[config.mk]
export PLATFORM = sky130hd
export DESIGN_NAME = aarch64_relocation_patcher
export DESIGN_NICKNAME = d
export VERILOG_FILES = /design/src/rtl/arp_pkg.sv /design/src/rtl/arp_calc.sv /design/src/rtl/aarch64_relocation_patcher.sv
export SDC_FILE = /design/constraint.sdc
export NUM_CORES = 1
export LEC_CHECK = 0
export BUFFER_PORTS_ARGS = -buffer_cell sky130_fd_sc_hd__buf_2
export CAP_MARGIN = 20
export CORE_UTILIZATION = 40
export DETAILED_ROUTE_END_ITERATION = 12
export PLACE_DENSITY = 0.62
export SYNTH_ARGS = -nofsm -noshare
export SYNTH_HDL_FRONTEND = slang
export SYNTH_HIERARCHICAL = 1
export SYNTH_SLANG_ARGS = --single-unit
[constraint.sdc]
create_clock -name clk -period 8.4 [get_ports clk]
set_input_delay 1.26 -clock clk [delete_from_list [all_inputs] [get_ports clk]]
set_output_delay 1.26 -clock clk [all_outputs]
set_load 0.01 [all_outputs]
[src/rtl/arp_pkg.sv]
`timescale 1ns / 1ps
// ----------------------------------------------------------------------------
// arp_pkg
// Codes and item types for the AArch64 relocation patcher.
// ----------------------------------------------------------------------------
package arp_pkg;

	// relocation kinds
	localparam logic [3:0] CMD_ABS64    = 4'd0;
	localparam logic [3:0] CMD_PREL64   = 4'd1;
	localparam logic [3:0] CMD_ABS32    = 4'd2;
	localparam logic [3:0] CMD_PREL32   = 4'd3;
	localparam logic [3:0] CMD_CALL26   = 4'd4;
	localparam logic [3:0] CMD_JUMP26   = 4'd5;
	localparam logic [3:0] CMD_CONDBR19 = 4'd6;
	localparam logic [3:0] CMD_TSTBR14  = 4'd7;
	localparam logic [3:0] CMD_ADRP     = 4'd8;
	localparam logic [3:0] CMD_ADDLO12  = 4'd9;
	localparam logic [3:0] CMD_LDSTLO12 = 4'd10;
	localparam logic [3:0] CMD_MOVW_G0  = 4'd11;
	localparam logic [3:0] CMD_MOVW_G1  = 4'd12;
	localparam logic [3:0] CMD_MOVW_G2  = 4'd13;
	localparam logic [3:0] CMD_MOVW_G3  = 4'd14;

	// status codes
	localparam logic [2:0] ST_OK      = 3'd0;
	localparam logic [2:0] ST_NO_ROOM = 3'd1;
	localparam logic [2:0] ST_RANGE   = 3'd2;
	localparam logic [2:0] ST_ALIGN   = 3'd3;
	localparam logic [2:0] ST_UNSUP   = 3'd4;

	// range forms reported with ST_RANGE
	localparam logic [2:0] FORM_NONE   = 3'd0;
	localparam logic [2:0] FORM_BRANCH = 3'd1;
	localparam logic [2:0] FORM_COND   = 3'd2;
	localparam logic [2:0] FORM_TEST   = 3'd3;
	localparam logic [2:0] FORM_PAGE   = 3'd4;
	localparam logic [2:0] FORM_PREL32 = 3'd5;

	localparam logic [3:0] BYTES_NONE = 4'd0;
	localparam logic [3:0] BYTES_WORD = 4'd4;
	localparam logic [3:0] BYTES_DWORD = 4'd8;

	typedef struct packed {
		logic [3:0]         command;
		logic [63:0]        target_address;
		logic signed [63:0] addend;
		logic [63:0]        site_address;
		logic [31:0]        old_word;
		logic [3:0]         room_bytes;
	} req_t;

	typedef struct packed {
		logic [2:0]  status;
		logic [3:0]  write_bytes;
		logic [63:0] patched_value;
		logic [2:0]  range_form;
	} rsp_t;

endpackage

[src/rtl/arp_calc.sv]
`timescale 1ns / 1ps
// ----------------------------------------------------------------------------
// arp_calc
// Combinational relocation evaluation: value, delta, checks and field insert.
// ----------------------------------------------------------------------------
module arp_calc (
	input  arp_pkg::req_t req,
	output arp_pkg::rsp_t rsp
);

	logic [63:0] value;
	logic [63:0] delta;
	logic [51:0] pages;
	logic [3:0]  need;
	logic [2:0]  sc;
	logic        misal;
	logic [11:0] lo12;
	logic [15:0] half;
	logic [31:0] w;

	assign value = req.target_address + $unsigned(req.addend);
	assign delta = value - req.site_address;
	// page difference, already shifted down by 12
	assign pages = value[63:12] - req.site_address[63:12];
	assign w     = req.old_word;

	always_comb begin
		need = (req.command <= arp_pkg::CMD_PREL64) ? arp_pkg::BYTES_DWORD
			: arp_pkg::BYTES_WORD;

		// load/store access size; 128-bit vector form scales by 16
		sc = {1'b0, w[31:30]};
		if (w[31:30] == 2'b00 && w[26] && w[23]) begin
			sc = 3'd4;
		end
		case (sc)
			3'd0: misal = 1'b0;
			3'd1: misal = value[0];
			3'd2: misal = |value[1:0];
			3'd3: misal = |value[2:0];
			default: misal = |value[3:0];
		endcase
		lo12 = value[11:0] >> sc;

		case (req.command)
			arp_pkg::CMD_MOVW_G0: half = value[15:0];
			arp_pkg::CMD_MOVW_G1: half = value[31:16];
			arp_pkg::CMD_MOVW_G2: half = value[47:32];
			default:              half = value[63:48];
		endcase

		rsp.status        = arp_pkg::ST_OK;
		rsp.range_form    = arp_pkg::FORM_NONE;
		rsp.patched_value = '0;

		if (req.room_bytes < need) begin
			rsp.status = arp_pkg::ST_NO_ROOM;
		end else begin
			case (req.command)
				arp_pkg::CMD_ABS64: rsp.patched_value = value;
				arp_pkg::CMD_PREL64: rsp.patched_value = delta;
				arp_pkg::CMD_ABS32: rsp.patched_value = {32'd0, value[31:0]};
				arp_pkg::CMD_PREL32: begin
					if ((&delta[63:31]) || !(|delta[63:31])) begin
						rsp.patched_value = {32'd0, delta[31:0]};
					end else begin
						rsp.status     = arp_pkg::ST_RANGE;
						rsp.range_form = arp_pkg::FORM_PREL32;
					end
				end
				arp_pkg::CMD_CALL26, arp_pkg::CMD_JUMP26: begin
					if (!(|delta[1:0]) && ((&delta[63:27]) || !(|delta[63:27]))) begin
						rsp.patched_value = {32'd0, w[31:26], delta[27:2]};
					end else begin
						rsp.status     = arp_pkg::ST_RANGE;
						rsp.range_form = arp_pkg::FORM_BRANCH;
					end
				end
				arp_pkg::CMD_CONDBR19: begin
					if (!(|delta[1:0]) && ((&delta[63:20]) || !(|delta[63:20]))) begin
						rsp.patched_value = {32'd0, w[31:24], delta[20:2], w[4:0]};
					end else begin
						rsp.status     = arp_pkg::ST_RANGE;
						rsp.range_form = arp_pkg::FORM_COND;
					end
				end
				arp_pkg::CMD_TSTBR14: begin
					if (!(|delta[1:0]) && ((&delta[63:15]) || !(|delta[63:15]))) begin
						rsp.patched_value = {32'd0, w[31:19], delta[15:2], w[4:0]};
					end else begin
						rsp.status     = arp_pkg::ST_RANGE;
						rsp.range_form = arp_pkg::FORM_TEST;
					end
				end
				arp_pkg::CMD_ADRP: begin
					if ((&pages[51:20]) || !(|pages[51:20])) begin
						rsp.patched_value = {32'd0, w[31], pages[1:0], w[28:24],
							pages[20:2], w[4:0]};
					end else begin
						rsp.status     = arp_pkg::ST_RANGE;
						rsp.range_form = arp_pkg::FORM_PAGE;
					end
				end
				arp_pkg::CMD_ADDLO12:
					rsp.patched_value = {32'd0, w[31:22], value[11:0], w[9:0]};
				arp_pkg::CMD_LDSTLO12: begin
					if (misal) begin
						rsp.status = arp_pkg::ST_ALIGN;
					end else begin
						rsp.patched_value = {32'd0, w[31:22], lo12, w[9:0]};
					end
				end
				arp_pkg::CMD_MOVW_G0, arp_pkg::CMD_MOVW_G1,
				arp_pkg::CMD_MOVW_G2, arp_pkg::CMD_MOVW_G3:
					rsp.patched_value = {32'd0, w[31:21], half, w[4:0]};
				default: rsp.status = arp_pkg::ST_UNSUP;
			endcase
		end

		rsp.write_bytes = (rsp.status == arp_pkg::ST_OK) ? need : arp_pkg::BYTES_NONE;
	end

endmodule

[src/rtl/aarch64_relocation_patcher.sv]
`timescale 1ns / 1ps
// ----------------------------------------------------------------------------
// aarch64_relocation_patcher
// Applies one AArch64 ELF relocation per item and returns the bytes to store.
// ----------------------------------------------------------------------------
// Each request item is captured in an input register, evaluated by one pass
// of add, range-check and field-insert logic, and the result is held in an
// output register, from which it is offered on rsp. A new item is accepted
// every cycle while results drain; when a result waits on rsp_ready the input
// register takes one more item and then req_ready drops until the output
// moves. Throughput is one item per cycle while results drain, set by the
// two-register pipeline whose ready chain reaches back through both stages.
module aarch64_relocation_patcher (
	input  logic          clk,
	input  logic          arst_n,
	input  logic          req_valid,
	output logic          req_ready,
	input  arp_pkg::req_t req,
	output logic          rsp_valid,
	input  logic          rsp_ready,
	output arp_pkg::rsp_t rsp
);

	logic          valid_s1;
	arp_pkg::req_t req_s1;
	logic          valid_s2;
	arp_pkg::rsp_t rsp_s2;
	arp_pkg::rsp_t calc_rsp;
	logic          ready_s2;

	assign ready_s2  = !valid_s2 || rsp_ready;
	assign req_ready = !valid_s1 || ready_s2;

	arp_calc u_calc (
		.req (req_s1),
		.rsp (calc_rsp)
	);

	always_ff @(posedge clk or negedge arst_n) begin
		if (!arst_n) begin
			valid_s1 <= 1'b0;
			valid_s2 <= 1'b0;
		end else begin
			if (req_ready) begin
				valid_s1 <= req_valid;
			end
			if (ready_s2) begin
				valid_s2 <= valid_s1;
			end
		end
	end

	always_ff @(posedge clk) begin
		if (req_valid && req_ready) begin
			req_s1 <= req;
		end
		if (valid_s1 && ready_s2) begin
			rsp_s2 <= calc_rsp;
		end
	end

	assign rsp_valid = valid_s2;
	assign rsp       = rsp_s2;

`ifndef ASSERT_OFF
	// a stalled item in the input register is neither lost nor overwritten
	a_s1_hold: assert property (@(posedge clk) disable iff (!arst_n)
		valid_s1 && !ready_s2 |=> valid_s1 && $stable(req_s1))
		else $error("input stage item changed while stalled");

	// an accepted item always lands in the input register
	a_s1_load: assert property (@(posedge clk) disable iff (!arst_n)
		req_valid && req_ready |=> valid_s1)
		else $error("accepted item not captured");

	// nothing is written on any failure status
	a_no_write: assert property (@(posedge clk) disable iff (!arst_n)
		rsp_valid && rsp.status != arp_pkg::ST_OK |->
			rsp.write_bytes == arp_pkg::BYTES_NONE && rsp.patched_value == 64'd0)
		else $error("failed item carries write data");

	// range form only accompanies an out-of-range status
	a_form: assert property (@(posedge clk) disable iff (!arst_n)
		rsp_valid && rsp.status != arp_pkg::ST_RANGE |->
			rsp.range_form == arp_pkg::FORM_NONE)
		else $error("range form set without range status");
`endif

endmodule

==> reports/qor.log <==
qor: routing.routed_wl 103000 um
qor: worst_hold_path.hp-class in2async
qor: critical_path.cp_slowest_stage_delay 550 ps
qor: critical_path.crit_reg_reg_startpoint req_s1[109]
qor: clock_tree.cts.path.max_buffers 3
qor: finish.finish.net_count 3423
qor: critical_path.crit_arrival 8570 ps
qor: finish.final_common_cell buf_2
qor: power_and_ir_drop.power.share.switching 0.451
qor: critical_path.timing.critical_path.fanout_max 12
qor: critical_path.cp-end-kind flip-flop
qor: critical_path.required 8790 ps
qor: routing.routed-via-count 24100
qor: finish.drive_gt1_frac 0.224
qor: routing.dr.pass1.iters 6
qor: sta.setup_viol_count_final 0
qor: clock_tree.root_buffer clkbuf_16
qor: sta.maxClockFrequency 0.122 GHz
qor: sta.grt_setup_unrepaired false
qor: global_routing.grt_overflow 0
qor: sta.tns 0 ps
qor: critical_path.crit_path_top_delay_cell or4b_1
qor: global_routing.grt_pass1_vias 23000
qor: sta.finalClockSkew 28.9 ps
qor: sta.timing_max_transition_violations_final 0
qor: power_and_ir_drop.intPower 4100 uW
qor: finish.final_area 0.0285 mm^2
qor: global_routing.grt_max_degree 163
qor: placement.pre_cts_slack 214 ps
qor: placement.dp.final_hpwl 84000 um
qor: sta.timing.final.crit_share 0.973
qor: routing.detail_route.drc_violations 0
qor: synth.synth_warnings 6
qor: placement.placed_cells_incl_taps 3785
qor: routing.drtAntennaViolNets 0
qor: floorplanning.design.die.area 0.0595 mm^2
qor: sta.worst_slack 225 ps
qor: job.maxCapViolCount 0
qor: finish.final_cell_count_no_fill 3847
qor: critical_path.regToRegEndpoint rsp[11]
qor: synth.synth.cell_area 0.0234 mm^2
qor: power_and_ir_drop.highest_ir_drop_seen_on_vdd 0.207 mV
qor: clock_tree.tritoncts_clock_tree yes
qor: power_and_ir_drop.power_frac_comb 0.540
qor: clock_tree.cts.sinks 297
qor: clock_tree.post_cts_hold_buffer_count 0
qor: power_and_ir_drop.clockPowerShare 0.217
qor: routing.post_drt_via_cell_ratio 6.26
qor: placement.detailed_place.area 0.0273 mm^2
qor: outcome.status complete, no violations
qor: floorplanning.placeableCoreArea 0.0578 mm^2
qor: power_and_ir_drop.leakage 0.0113 uW
qor: finish.area.growth.synth_to_final 21.9%
qor: synth.synth_area_per_cell 9.03 um^2
qor: clock_tree.clkLatencyLatePin 580 ps
qor: global_routing.grt_antenna_before_repair 1
qor: critical_path.critical_path.startpoint req_s1[109]
qor: sta.layout_min_cycle_time 8170 ps
qor: power_and_ir_drop.cellPowerDensity 262 mW/mm^2
qor: floorplanning.num_io_pins 312
qor: clock_tree.cts_htree_levels 2
qor: critical_path.reg2reg_depth 30
qor: clock_tree.cts_buffers 34
qor: sta.timing.final.hold_violations 0
qor: floorplanning.start_util 0.405
qor: synth.syn-instance-count 2592
qor: critical_path.worst_path_most_repeated_cell buf_4
qor: placement.io_buffer_count 300
qor: sta.maxSlewHeadroom 0.282
qor: floorplanning.die_w 244 um
qor: critical_path.ff2ff_setup_slack 230 ps
qor: routing.routed_wire_length_per_instance 26.7 um
qor: sta.hold-worst-slack 471 ps
qor: sta.worst-slew-pin-transition 1070 ps
qor: global_routing.grt_pass1_wl 147000 um
qor: power_and_ir_drop.netSwitchingPower 3370 uW
qor: finish.most-common-layout-cells buf_2 (300), edfxtp_1 (295), buf_4 (256), a21oi_1 (243), nand2_1 (240)
qor: power_and_ir_drop.seq_power_share 0.244
qor: clock_tree.cts.repair_timing.setup_buffer_count 0
qor: clock_tree.cts.reportedPaths.clkPinSlew 60 ps
qor: floorplanning.die_height 244 um
qor: routing.drt-initial-drc-count 2826
qor: global_routing.track_usage 0.334
qor: clock_tree.post_cts_resized 0
qor: critical_path.timing.setup.critical_path_class reg2reg
qor: floorplanning.fp-row-count 88
qor: placement.gpl.final_weighted_congestion 1.05
qor: critical_path.cp-start-kind flip-flop
power by group through the flow:
stage	Clock [uW]	Sequential, uW	Combinational [uW]
after global placement	0	1850	3840
after floorplan	0	1840	2110
final	1620	1820	4030
after detailed placement	0	1850	3840
after CTS	1650	1820	3870
after global routing	1700	1830	4210
flip-flops by register name, summed over array words and instances, names as in the netlist:
signal / cells
valid_s1: 1
rsp: 74
req_s1: 221
rsp_valid: 1
worst max-delay path, delay by kind of cell (launching register included):
family | cells | cell delay (ps)
AO/OA/AOI/OAI | 16 | 3810
AND/OR/NAND/NOR | 6 | 1950
buffers and inverters | 5 | 960
adder cells (fa/ha/maj) | 2 | 640
flip-flops | 1 | 370
XOR/XNOR | 1 | 250
how the worst max path moves through the flow:
stage | endpoint | slack, ps
4_1_cts | rsp[11] | 190
5_1_grt | rsp[5] | 7
6_report | rsp[11] | 230
3_3_place_gp | rsp[11] | 260
2_1_floorplan | rsp[72] | 1480
3_5_place_dp | rsp[11] | 210
area by class of cell:
type                       instances  area [um^2]
multi-input combinational       2045        13500
sequential                       297         8910
antenna                            2         5.00
inverter                         117          439
tap                              765          957
fill                            5543        29300
clock buffer                      38          866
timing repair buffer             561         3520
clock inverter                    22          323
through the flow:
step,total power (uW),util
2_1_floorplan,3950,-
3_3_place_gp,5690,0.472
3_5_place_dp,5690,0.472
4_1_cts,7340,0.493
5_1_grt,7740,0.493
6_report,7470,0.493
layer usage:
| metal | GRT usage | vias up | share of wire |
|---|---|---|---|
| met2 | 0.533 | 1276 | 0.45 |
| met5 | 0 | - | 0.00012 |
| met4 | 0.155 | 2 | 0.050 |
| met3 | 0.0583 | 244 | 0.084 |
| li1 | - | 10900 | - |
| met1 | 0.440 | 11700 | 0.41 |
(Power assumes the default switching activity.)
